[config.mk]
export PLATFORM = sky130hd
export DESIGN_NAME = plasma_pixel_color_flat
export DESIGN_NICKNAME = d
export VERILOG_FILES = /design/src/rtl/ppc_pkg.sv /design/src/rtl/ppc_pixel_if.sv /design/src/rtl/ppc_color_if.sv /design/src/rtl/ppc_div_cell.sv /design/src/rtl/plasma_pixel_color.sv /design/src/flat_wrapper.sv
export SDC_FILE = /design/constraint.sdc
export NUM_CORES = 2
export LEC_CHECK = 0
export BUFFER_PORTS_ARGS = -buffer_cell sky130_fd_sc_hd__clkbuf_2
export CORE_ASPECT_RATIO = 0.9
export CORE_MARGIN = 3
export CORE_UTILIZATION = 55
export DETAILED_ROUTE_END_ITERATION = 7
export PLACE_DENSITY = 0.72
export SLEW_MARGIN = 0
export SYNTH_ARGS = -nofsm -noshare
export SYNTH_HDL_FRONTEND = slang
export SYNTH_SLANG_ARGS = --single-unit
[constraint.sdc]
create_clock -name clk -period 6.9 [get_ports clk]
set_input_delay 1.035 -clock clk [delete_from_list [all_inputs] [get_ports clk]]
set_output_delay 1.035 -clock clk [all_outputs]
set_load 0.01 [all_outputs]
[src/rtl/ppc_pkg.sv]
package ppc_pkg;

	// field and datapath widths
	localparam int TABLE_SIZE = 256;
	localparam int IDX_W      = 8;
	localparam int ROM_W      = 8;
	localparam int COL_W      = 9;
	localparam int ROW_W      = 8;
	localparam int TIME_W     = 8;
	localparam int COLOR_W    = 8;
	localparam int DIV_W      = 9;              // widest divisor (region width)
	localparam int DQ_W       = COL_W + ROM_W;  // widest dividend, column times sine
	localparam int REM_W      = DIV_W;
	localparam int CSUM_W     = ROM_W + 1;
	localparam int TOTAL_W    = ROM_W + 2;
	localparam int NUM_CELLS  = DQ_W;           // one quotient bit per cell

	// divide by three: x * 683 >> 11 is exact for x below 768
	localparam int RECIP_SHIFT = 11;
	localparam int PROD3_W     = TOTAL_W + RECIP_SHIFT - 1;
	localparam logic [PROD3_W-1:0] RECIP_3 = PROD3_W'(683);

	// configuration port
	localparam int CFG_IDX_W  = 1;
	localparam int CFG_DATA_W = 9;

	typedef enum logic [CFG_IDX_W-1:0] {
		REG_REGION_WIDTH  = 1'b0,
		REG_REGION_HEIGHT = 1'b1
	} cfg_reg_t;

	localparam logic [COL_W-1:0] REGION_WIDTH_RST  = 9'd80;
	localparam logic [ROW_W-1:0] REGION_HEIGHT_RST = 8'd50;

	// one restoring step
	typedef struct packed {
		logic [REM_W-1:0] rem;
		logic [DQ_W-1:0]  dq;
	} div_pair_t;

	// payload handed from cell to cell
	typedef struct packed {
		div_pair_t           col_div;
		div_pair_t           row_div;
		logic [CSUM_W-1:0]   csum;
		logic [TIME_W-1:0]   t;
	} cell_data_t;

	// sine table, built at elaboration in Q30 fixed point
	localparam int          Q_BITS      = 30;
	localparam logic [63:0] Q_ONE       = 64'd1 << Q_BITS;
	localparam logic [63:0] HALF_PI_Q   = 64'd1686629713;
	localparam logic [63:0] SINE_PERIOD = 64'd255;

	typedef logic [TABLE_SIZE-1:0][ROM_W-1:0] sine_table_t;

	function automatic logic [63:0] horner_sub(input logic [63:0] term);
		return (term > Q_ONE) ? 64'd0 : Q_ONE - term;
	endfunction

	// sin((pi/2) * m / 255), Taylor series in Horner form through x^17
	function automatic logic [63:0] quarter_sine(input logic [63:0] m);
		logic [63:0] x;
		logic [63:0] x2;
		logic [63:0] acc;
		x   = (HALF_PI_Q * m) / SINE_PERIOD;
		x2  = (x * x) >> Q_BITS;
		acc = Q_ONE;
		acc = horner_sub(((x2 * acc) >> Q_BITS) / 64'd272);
		acc = horner_sub(((x2 * acc) >> Q_BITS) / 64'd210);
		acc = horner_sub(((x2 * acc) >> Q_BITS) / 64'd156);
		acc = horner_sub(((x2 * acc) >> Q_BITS) / 64'd110);
		acc = horner_sub(((x2 * acc) >> Q_BITS) / 64'd72);
		acc = horner_sub(((x2 * acc) >> Q_BITS) / 64'd42);
		acc = horner_sub(((x2 * acc) >> Q_BITS) / 64'd20);
		acc = horner_sub(((x2 * acc) >> Q_BITS) / 64'd6);
		acc = (x * acc) >> Q_BITS;
		return (acc > Q_ONE) ? Q_ONE : acc;
	endfunction

	function automatic logic [ROM_W-1:0] rom_entry(input logic [63:0] i);
		logic [63:0] k;
		logic [63:0] q;
		logic [63:0] m;
		logic        neg;
		logic [63:0] s;
		logic [63:0] num;
		logic [63:0] v;
		k = i % SINE_PERIOD;
		q = 64'd4 * k;
		if (q <= SINE_PERIOD) begin
			m   = q;
			neg = 1'b0;
		end else if (q <= 64'd2 * SINE_PERIOD) begin
			m   = 64'd2 * SINE_PERIOD - q;
			neg = 1'b0;
		end else if (q <= 64'd3 * SINE_PERIOD) begin
			m   = q - 64'd2 * SINE_PERIOD;
			neg = 1'b1;
		end else begin
			m   = 64'd4 * SINE_PERIOD - q;
			neg = 1'b1;
		end
		s   = quarter_sine(m);
		num = neg ? 64'd255 * (Q_ONE - s) : 64'd255 * (Q_ONE + s);
		v   = num >> (Q_BITS + 1);
		return (v > 64'd255) ? 8'hff : v[ROM_W-1:0];
	endfunction

	function automatic sine_table_t build_sine_table();
		sine_table_t tbl;
		for (int i = 0; i < TABLE_SIZE; i++) begin
			tbl[i] = rom_entry(64'(i));
		end
		return tbl;
	endfunction

	localparam sine_table_t SINE_TABLE = build_sine_table();

endpackage

[src/rtl/ppc_pixel_if.sv]
interface ppc_pixel_if;
	logic                        valid;
	logic                        ready;
	logic [ppc_pkg::COL_W-1:0]   pixel_column;
	logic [ppc_pkg::ROW_W-1:0]   pixel_row;
	logic [ppc_pkg::TIME_W-1:0]  frame_time;

	modport source (output valid, output pixel_column, output pixel_row,
		output frame_time, input ready);
	modport sink (input valid, input pixel_column, input pixel_row,
		input frame_time, output ready);
endinterface

[src/rtl/ppc_color_if.sv]
interface ppc_color_if;
	logic                        valid;
	logic                        ready;
	logic [ppc_pkg::COLOR_W-1:0] pixel_color;

	modport source (output valid, output pixel_color, input ready);
	modport sink (input valid, input pixel_color, output ready);
endinterface

[src/rtl/ppc_div_cell.sv]
module ppc_div_cell (
	input  logic                        clk,
	input  logic                        arst_n,
	input  logic                        in_valid,
	input  ppc_pkg::cell_data_t         in_data,
	input  logic [ppc_pkg::DIV_W-1:0]   col_divisor,
	input  logic [ppc_pkg::DIV_W-1:0]   row_divisor,
	input  logic                        next_load,
	output logic                        load,
	output logic                        out_valid,
	output ppc_pkg::cell_data_t         out_data
);

	logic                valid_q;
	ppc_pkg::cell_data_t data_q;
	ppc_pkg::cell_data_t data_next;

	// shift one dividend bit into the remainder, subtract when it fits
	function automatic ppc_pkg::div_pair_t div_step(input ppc_pkg::div_pair_t cur,
			input logic [ppc_pkg::DIV_W-1:0] divisor);
		logic [ppc_pkg::REM_W:0] shifted;
		logic                    fits;
		ppc_pkg::div_pair_t      nxt;
		shifted  = {cur.rem, cur.dq[ppc_pkg::DQ_W-1]};
		fits     = (shifted >= {1'b0, divisor});
		nxt.rem  = fits ? ppc_pkg::REM_W'(shifted - {1'b0, divisor})
			: shifted[ppc_pkg::REM_W-1:0];
		nxt.dq   = {cur.dq[ppc_pkg::DQ_W-2:0], fits};
		return nxt;
	endfunction

	always_comb begin
		data_next         = in_data;
		data_next.col_div = div_step(in_data.col_div, col_divisor);
		data_next.row_div = div_step(in_data.row_div, row_divisor);
	end

	assign load = !valid_q || next_load;

	always_ff @(posedge clk or negedge arst_n) begin
		if (!arst_n) begin
			valid_q <= 1'b0;
		end else if (load) begin
			valid_q <= in_valid;
		end
	end

	always_ff @(posedge clk) begin
		if (load) begin
			data_q <= data_next;
		end
	end

	assign out_valid = valid_q;
	assign out_data  = data_q;

endmodule

[src/rtl/plasma_pixel_color.sv]
// plasma_pixel_color: one 8-bit plasma color per pixel beat
// a beat is registered through stage 1, stage 2, the cells, stage 3 and output
// throughput: one pixel per cycle unless stalled; depth set by the 17-cell chain
// stalls ripple back stage by stage, empty stages fill while the output waits
// reset (arst_n low) empties every stage and loads region width 80 and height 50
module plasma_pixel_color (
	input  logic                          clk,
	input  logic                          arst_n,
	ppc_pixel_if.sink                     pixel,
	ppc_color_if.source                   color,
	input  logic                          cfg_we,
	input  logic [ppc_pkg::CFG_IDX_W-1:0] cfg_index,
	input  logic [ppc_pkg::CFG_DATA_W-1:0] cfg_data
);

	// configuration registers
	logic [ppc_pkg::COL_W-1:0] region_width_q;
	logic [ppc_pkg::ROW_W-1:0] region_height_q;
	logic [ppc_pkg::DIV_W-1:0] col_divisor;
	logic [ppc_pkg::DIV_W-1:0] row_divisor;

	always_ff @(posedge clk or negedge arst_n) begin
		if (!arst_n) begin
			region_width_q  <= ppc_pkg::REGION_WIDTH_RST;
			region_height_q <= ppc_pkg::REGION_HEIGHT_RST;
		end else if (cfg_we) begin
			case (cfg_index)
				ppc_pkg::REG_REGION_WIDTH: begin
					region_width_q <= cfg_data[ppc_pkg::COL_W-1:0];
				end
				ppc_pkg::REG_REGION_HEIGHT: begin
					region_height_q <= cfg_data[ppc_pkg::ROW_W-1:0];
				end
				default: begin
				end
			endcase
		end
	end

	// a zero divisor divides as one
	assign col_divisor = (region_width_q == '0) ? ppc_pkg::DIV_W'(1) : region_width_q;
	assign row_divisor = (region_height_q == '0) ? ppc_pkg::DIV_W'(1)
		: {1'b0, region_height_q};

	// load enables, from the output back to the input
	logic load_s1;
	logic load_s2;
	logic load_s3;
	logic load_out;

	logic link_valid [ppc_pkg::NUM_CELLS+1];
	logic link_load  [ppc_pkg::NUM_CELLS+1];
	ppc_pkg::cell_data_t link_data [ppc_pkg::NUM_CELLS+1];

	logic valid_s1;
	logic valid_s2;
	logic valid_s3;
	logic out_valid_q;

	assign load_out = !out_valid_q || color.ready;
	assign load_s3  = !valid_s3 || load_out;
	assign link_load[ppc_pkg::NUM_CELLS] = load_s3;
	assign load_s2  = !valid_s2 || link_load[0];
	assign load_s1  = !valid_s1 || load_s2;
	assign pixel.ready = load_s1;

	// stage 1: rom indices from the beat, four table reads
	// all indices wrap at 256, so only the low byte of each term matters
	logic [ppc_pkg::IDX_W-1:0] col8;
	logic [ppc_pkg::IDX_W-1:0] tm;
	logic [ppc_pkg::IDX_W-1:0] row_t;
	logic [ppc_pkg::IDX_W-1:0] idx_c1;
	logic [ppc_pkg::IDX_W-1:0] idx_c3;
	logic [ppc_pkg::IDX_W-1:0] idx_v1;
	logic [ppc_pkg::IDX_W-1:0] idx_v2;

	assign col8   = pixel.pixel_column[ppc_pkg::IDX_W-1:0];
	assign tm     = pixel.frame_time;
	assign row_t  = pixel.pixel_row + tm;
	// 3*col + 2*t
	assign idx_c1 = col8 + {col8[ppc_pkg::IDX_W-2:0], 1'b0} + {tm[ppc_pkg::IDX_W-2:0], 1'b0};
	// 3*(row + t)
	assign idx_c3 = row_t + {row_t[ppc_pkg::IDX_W-2:0], 1'b0};
	// 3*t
	assign idx_v1 = tm + {tm[ppc_pkg::IDX_W-2:0], 1'b0};
	// quarter-turn offset plus 5*t
	assign idx_v2 = 8'd64 + tm + {tm[ppc_pkg::IDX_W-3:0], 2'b00};

	logic [ppc_pkg::ROM_W-1:0]  c1_s1;
	logic [ppc_pkg::ROM_W-1:0]  c3_s1;
	logic [ppc_pkg::ROM_W-1:0]  v1_s1;
	logic [ppc_pkg::ROM_W-1:0]  v2_s1;
	logic [ppc_pkg::COL_W-1:0]  col_s1;
	logic [ppc_pkg::ROW_W-1:0]  row_s1;
	logic [ppc_pkg::TIME_W-1:0] t_s1;

	always_ff @(posedge clk or negedge arst_n) begin
		if (!arst_n) begin
			valid_s1 <= 1'b0;
		end else if (load_s1) begin
			valid_s1 <= pixel.valid;
		end
	end

	always_ff @(posedge clk) begin
		if (load_s1) begin
			c1_s1  <= ppc_pkg::SINE_TABLE[idx_c1];
			c3_s1  <= ppc_pkg::SINE_TABLE[idx_c3];
			v1_s1  <= ppc_pkg::SINE_TABLE[idx_v1];
			v2_s1  <= ppc_pkg::SINE_TABLE[idx_v2];
			col_s1 <= pixel.pixel_column;
			row_s1 <= pixel.pixel_row;
			t_s1   <= pixel.frame_time;
		end
	end

	// stage 2: the two dividends, partial color sum, loaded into the divider format
	logic [ppc_pkg::DQ_W-1:0]   prod_col;
	logic [ppc_pkg::DQ_W-1:0]   prod_row;
	ppc_pkg::cell_data_t        front_data;
	ppc_pkg::cell_data_t        data_s2;

	assign prod_col = {{(ppc_pkg::DQ_W-ppc_pkg::COL_W){1'b0}}, col_s1}
		* {{(ppc_pkg::DQ_W-ppc_pkg::ROM_W){1'b0}}, v1_s1};
	assign prod_row = {{(ppc_pkg::DQ_W-ppc_pkg::ROW_W){1'b0}}, row_s1}
		* {{(ppc_pkg::DQ_W-ppc_pkg::ROM_W){1'b0}}, v2_s1};

	always_comb begin
		front_data.col_div.rem = '0;
		front_data.col_div.dq  = prod_col;
		front_data.row_div.rem = '0;
		front_data.row_div.dq  = prod_row;
		front_data.csum        = {1'b0, c1_s1} + {1'b0, c3_s1};
		front_data.t           = t_s1;
	end

	always_ff @(posedge clk or negedge arst_n) begin
		if (!arst_n) begin
			valid_s2 <= 1'b0;
		end else if (load_s2) begin
			valid_s2 <= valid_s1;
		end
	end

	always_ff @(posedge clk) begin
		if (load_s2) begin
			data_s2 <= front_data;
		end
	end

	assign link_valid[0] = valid_s2;
	assign link_data[0]  = data_s2;

	// divider chain: each cell retires one quotient bit of both divisions
	for (genvar k = 0; k < ppc_pkg::NUM_CELLS; k++) begin : g_cell
		ppc_div_cell u_cell (
			.clk         (clk),
			.arst_n      (arst_n),
			.in_valid    (link_valid[k]),
			.in_data     (link_data[k]),
			.col_divisor (col_divisor),
			.row_divisor (row_divisor),
			.next_load   (link_load[k+1]),
			.load        (link_load[k]),
			.out_valid   (link_valid[k+1]),
			.out_data    (link_data[k+1])
		);
	end

	// stage 3: third color lookup, indexed by both quotients plus time
	ppc_pkg::cell_data_t       tail;
	logic [ppc_pkg::IDX_W-1:0] idx_c2;
	logic [ppc_pkg::ROM_W-1:0] c2_s3;
	logic [ppc_pkg::CSUM_W-1:0] csum_s3;

	assign tail   = link_data[ppc_pkg::NUM_CELLS];
	assign idx_c2 = tail.col_div.dq[ppc_pkg::IDX_W-1:0]
		+ tail.row_div.dq[ppc_pkg::IDX_W-1:0] + tail.t;

	always_ff @(posedge clk or negedge arst_n) begin
		if (!arst_n) begin
			valid_s3 <= 1'b0;
		end else if (load_s3) begin
			valid_s3 <= link_valid[ppc_pkg::NUM_CELLS];
		end
	end

	always_ff @(posedge clk) begin
		if (load_s3) begin
			c2_s3   <= ppc_pkg::SINE_TABLE[idx_c2];
			csum_s3 <= tail.csum;
		end
	end

	// output register: average of the three lookups, divide by three via reciprocal
	logic [ppc_pkg::TOTAL_W-1:0] total;
	logic [ppc_pkg::PROD3_W-1:0] prod3;
	logic [ppc_pkg::COLOR_W-1:0] color_q;

	assign total = {1'b0, csum_s3} + {2'b00, c2_s3};
	assign prod3 = {{(ppc_pkg::PROD3_W-ppc_pkg::TOTAL_W){1'b0}}, total} * ppc_pkg::RECIP_3;

	always_ff @(posedge clk or negedge arst_n) begin
		if (!arst_n) begin
			out_valid_q <= 1'b0;
		end else if (load_out) begin
			out_valid_q <= valid_s3;
		end
	end

	always_ff @(posedge clk) begin
		if (load_out) begin
			color_q <= prod3[ppc_pkg::RECIP_SHIFT +: ppc_pkg::COLOR_W];
		end
	end

	assign color.valid       = out_valid_q;
	assign color.pixel_color = color_q;

endmodule
[src/flat_wrapper.sv]
// flat-port wrapper written by rule: the top's interface ports become plain ports
module plasma_pixel_color_flat 
  (clk, arst_n, cfg_we, cfg_index, cfg_data, pixel_valid, pixel_pixel_column, pixel_pixel_row, pixel_frame_time, pixel_ready, color_valid, color_pixel_color, color_ready);
  ppc_pixel_if pixel_i ();
  ppc_color_if color_i ();
  input  logic clk;
  input  logic arst_n;
  input  logic cfg_we;
  input  logic [ppc_pkg::CFG_IDX_W-1:0] cfg_index;
  input  logic [ppc_pkg::CFG_DATA_W-1:0] cfg_data;
  input wire logic [$bits(pixel_i.valid)-1:0] pixel_valid;
  input wire logic [$bits(pixel_i.pixel_column)-1:0] pixel_pixel_column;
  input wire logic [$bits(pixel_i.pixel_row)-1:0] pixel_pixel_row;
  input wire logic [$bits(pixel_i.frame_time)-1:0] pixel_frame_time;
  output wire logic [$bits(pixel_i.ready)-1:0] pixel_ready;
  output wire logic [$bits(color_i.valid)-1:0] color_valid;
  output wire logic [$bits(color_i.pixel_color)-1:0] color_pixel_color;
  input wire logic [$bits(color_i.ready)-1:0] color_ready;
  assign pixel_i.valid = pixel_valid;
  assign pixel_i.pixel_column = pixel_pixel_column;
  assign pixel_i.pixel_row = pixel_pixel_row;
  assign pixel_i.frame_time = pixel_frame_time;
  assign pixel_ready = pixel_i.ready;
  assign color_valid = color_i.valid;
  assign color_pixel_color = color_i.pixel_color;
  assign color_i.ready = color_ready;
  plasma_pixel_color u_core (.clk(clk), .arst_n(arst_n), .pixel(pixel_i), .color(color_i), .cfg_we(cfg_we), .cfg_index(cfg_index), .cfg_data(cfg_data));
endmodule
==> metrics list <==
- Summed over all layers, the routed wires come to 147 mm.
* Share of Yosys cell area claimed by the top area cell type: 0.482
- Detailed-route vias per instance: about 6
- The worst setup path is of the reg -> reg kind.
* Setup TNS: 0 ns
* Area enclosed by the die boundary: between 0.1 and 0.15 mm2
- edfxtp_1 takes more of the synthesized area than any other cell.
- First-pass GRT wire length: 238 mm
* Sinks on Clock Net: between 1000 and 1500
- Path category of the worst min-delay check: reg -> reg
- Vias: 44516
- Along the worst path, the maximum fanout reaches 4.
- The detailed router finished its first iteration with roughly 4800 violations.
- Clock root buffer: clkbuf_16
* Clock latency reported for the late side of the worst-skew pair: approximately 0.7 ns
- For this design, the slowest cell found on the critical path is fa_1.
- Number of cell rows: roughly 120
* Residual antenna-violating net count after detailed routing: 0
- CTS built an H-tree with a depth of 3.
- Setup violations remaining at the end of the flow were counted as 0.
- Via count of the first global-routing pass: between 40000 and 50000
* Total setup buffers inserted after CTS: 0
* Post-synthesis area per instance: between 10 and 15 um2
- Instance area after placement: 0.0677 mm2
* Largest net degree at the start of global routing: 85
* Cell area after layout: between 0.07 and 0.08 mm2
- The count of final hold-check violations is 0.
- The startpoint identified for the worst hold timing path is u_core.g_cell[5].u_cell.out_data[29]$_DFFE_PP_.
- For this run, the detailed router's first-pass iteration total came to 6.
- Largest cells by area after synthesis: edfxtp_1 (48%), ha_1 (9.8%), fa_1 (4.5%)
- Area overhead of the layout relative to synthesis: 8.73%
- Total grt overflow: 0
* Final weighted congestion in routability-driven placement: ~0.94
- Worst min-delay path endpoint: u_core.g_cell[6].u_cell.out_data[30]$_DFFE_PP_
- Dominant synthesized flop cell: edfxtp_1
- Number of violations of the max-capacitance limit: 0
* Ys async rst share: 0.0348
* Critical path launch point type: flop
- In this run the vertical extent of the chip is around 330 um.
- The HPWL after detailed placement is slightly above 100 mm.
- The synthesized netlist contains 89 unique library cells.
- In this run the horizontal extent of the chip is about 370 um.
* Number of enable-type register cells in the synthesized netlist: 1053
* Gr usage total: 0.237
- In this design, the stage delay of the slowest critical-path cell is 0.50 ns.
- Synthesis inferred 1091 register bits.
* Time the worst path needs with I/O delays and setup: 5.97 ns
- Quantity of gates resized following cts: 0
* Number of antenna violations at the first check in global routing: 2
- Synthesis produced a netlist whose cell count is about 5700.
- At the pin with the least slew margin, the transition time is around 1.2 ns.
- Reg clk slew, reported paths: about 0.06 ns
- Fillers: 9271
* TritonCTS clock tree: done
- Status: complete, no violations
- Of the available clock period, the critical path in the final layout requires 0.865.
* Hold-critical path depth: 0
* Top-level I/O count: 50
* Setup skew after layout: 0.0286 ns
- Register area share after synthesis: 0.496
- At the worst endpoint, the required time is 7.34 ns.
- During placement, the flow inserted port buffers numbering 49.
- Initial core utilization: 0.558
- CP endpoint kind: flop
- After detailed routing, the number of remaining DRC violations is 0.
* Total standard cell area after synthesis: 0.0657 mm2
- Measured against its own limit, the worst slew margin works out to 0.179.
- Derived from the worst setup path, the maximum achievable clock frequency is approximately 170 MHz.
- Cell chain of the critical path: ha_1 > fa_1 > a21oi_1 > nor2_1 > nor2_1 > o21bai_1 > a21oi_1 > xnor2_1 > ha_1 > ha_1 > ha_1 > fa_1 > inv_1 > fa_1 > inv_1 > ha_1 > o2111ai_1 > a21oi_1 > o21ai_0 > a211o_1 > a21oi_1 > a31oi_1 > xnor2_1
- Hold repair after CTS inserted 0 buffers.
* Unrepaired setup endpoints after global routing: false
- R2r setup slk: approximately 0.93 ns
- CP Data Arrival Time: roughly 6.4 ns
* Final max-slew violation count: 0
- Commonest cells after routing, fill and taps aside: edfxtp_1 (1053), ha_1 (514), nor2_1 (391)
- The endpoint identified for the worst register-to-register timing path is u_core.color.pixel_color[7]$_DFFE_PP_.
- Max clock buf depth: 3
* Warnings, synthesis: 0
* Cell occurring most often along the worst timing path: ha_1
- The worst register-to-register path has a depth of 23.
* FF-to-FF Start: u_core.csum_s3[0]$_DFFE_PP_
* Avg WL per Cell: roughly 20 um
- For this run, the post-layout net count is approximately 6400.
- In this run, CTS created clock tree buffers numbering between 100 and 150.
- In this run the standard cell core region covers ~0.12 mm2.
* Layout cell share with drive strength beyond 1: 0.107
- The library cell used most frequently in the layout, excluding fill and tap cells, is edfxtp_1.
[how the worst max path moves through the flow]
stage / cells past startpoint / from / endpoint
after detailed placement: 23 / u_core.csum_s3[0]$_DFFE_PP_ / u_core.color.pixel_color[7]$_DFFE_PP_
final: 23 / u_core.csum_s3[0]$_DFFE_PP_ / u_core.color.pixel_color[7]$_DFFE_PP_
after CTS: 23 / u_core.csum_s3[0]$_DFFE_PP_ / u_core.color.pixel_color[7]$_DFFE_PP_
after global placement: 23 / u_core.csum_s3[0]$_DFFE_PP_ / u_core.color.pixel_color[7]$_DFFE_PP_
after floorplan: 8 / color_ready / u_core.g_cell[0].u_cell.out_data[0]$_DFFE_PP_
after global routing: 23 / u_core.csum_s3[0]$_DFFE_PP_ / u_core.color.pixel_color[7]$_DFFE_PP_
[worst max-delay path: cells and delay by family, from the launching register on]
kind,cells,cell delay (ns)
XOR/XNOR,2,0.41
buffers and inverters,2,0.09
AND/OR/NAND/NOR,2,0.28
AO/OA/AOI/OAI,9,1.65
adder cells (fa/ha/maj),8,2.88
flip-flops,1,0.37
[cell usage after synthesis, drive strengths merged, types with 80 or more instances]
library cell / number
ha: 515
nand2: 393
inv: 382
fa: 149
buf: 90
mux2i: 95
mux2: 195
o21ai: 361
and2: 82
a21oi: 321
edfxtp: 1053
xnor2: 168
nor3: 139
nor2b: 111
o211ai: 80
nor2: 394
clkbuf: 132
[flip-flops by register name (all words and copies together), names as in the netlist, 9 cells and up]
register                        count
u_core.g_cell.u_cell.out_valid     17
u_core.region_width_q               9
u_core.data_s2                     50
u_core.g_cell.u_cell.out_data     921
u_core.col_s1                       9
u_core.csum_s3                      9
[per-layer routing]
metal,up-vias,wire length [um],GRT usage
li1,21204,-,-
met5,-,0,0
met4,0,5420,0.0872
met3,324,9550,0.0384
met2,1661,67500,0.380
met1,21327,64700,0.328
[cells by family after synthesis]
| group | count (synthesis) | synth area share |
|---|---|---|
| other cells | 1 | 0.0000571 |
| fa+ha+maj | 664 | 0.144 |
| flops | 1091 | 0.496 |
| mux | 304 | 0.0527 |
| simple gates | 1455 | 0.107 |
| compound gates | 1336 | 0.131 |
| buf+inv | 609 | 0.0367 |
| xor+xnor | 242 | 0.0334 |
[cell type report]
cell class	instances	area, um2	area share
Clock buffer	129	2900	0.0405
Clock inverter	69	769	0.0108
Sequential cell	1091	32600	0.456
Antenna cell	1	2.50	0.0000350
Tap cell	1573	1970	0.0276
Timing Repair Buffer	135	891	0.0125
Multi-Input combinational cell	4005	30800	0.432
Inverter	387	1450	0.0203
[through the flow]
stage	instances	util	setup WS, ns	hold slack (ns)
finish	7390	0.606	0.932	0.402
global route	7389	0.606	0.543	0.410
CTS	7389	0.606	0.930	0.398
floorplan	5705	-	0.324	0.400
detailed placement	7191	0.575	0.956	0.405
global placement	7191	0.575	0.978	0.400
Power is not shown: default switching activity piles up to over one toggle a cycle in this logic, so the estimate is an artifact.
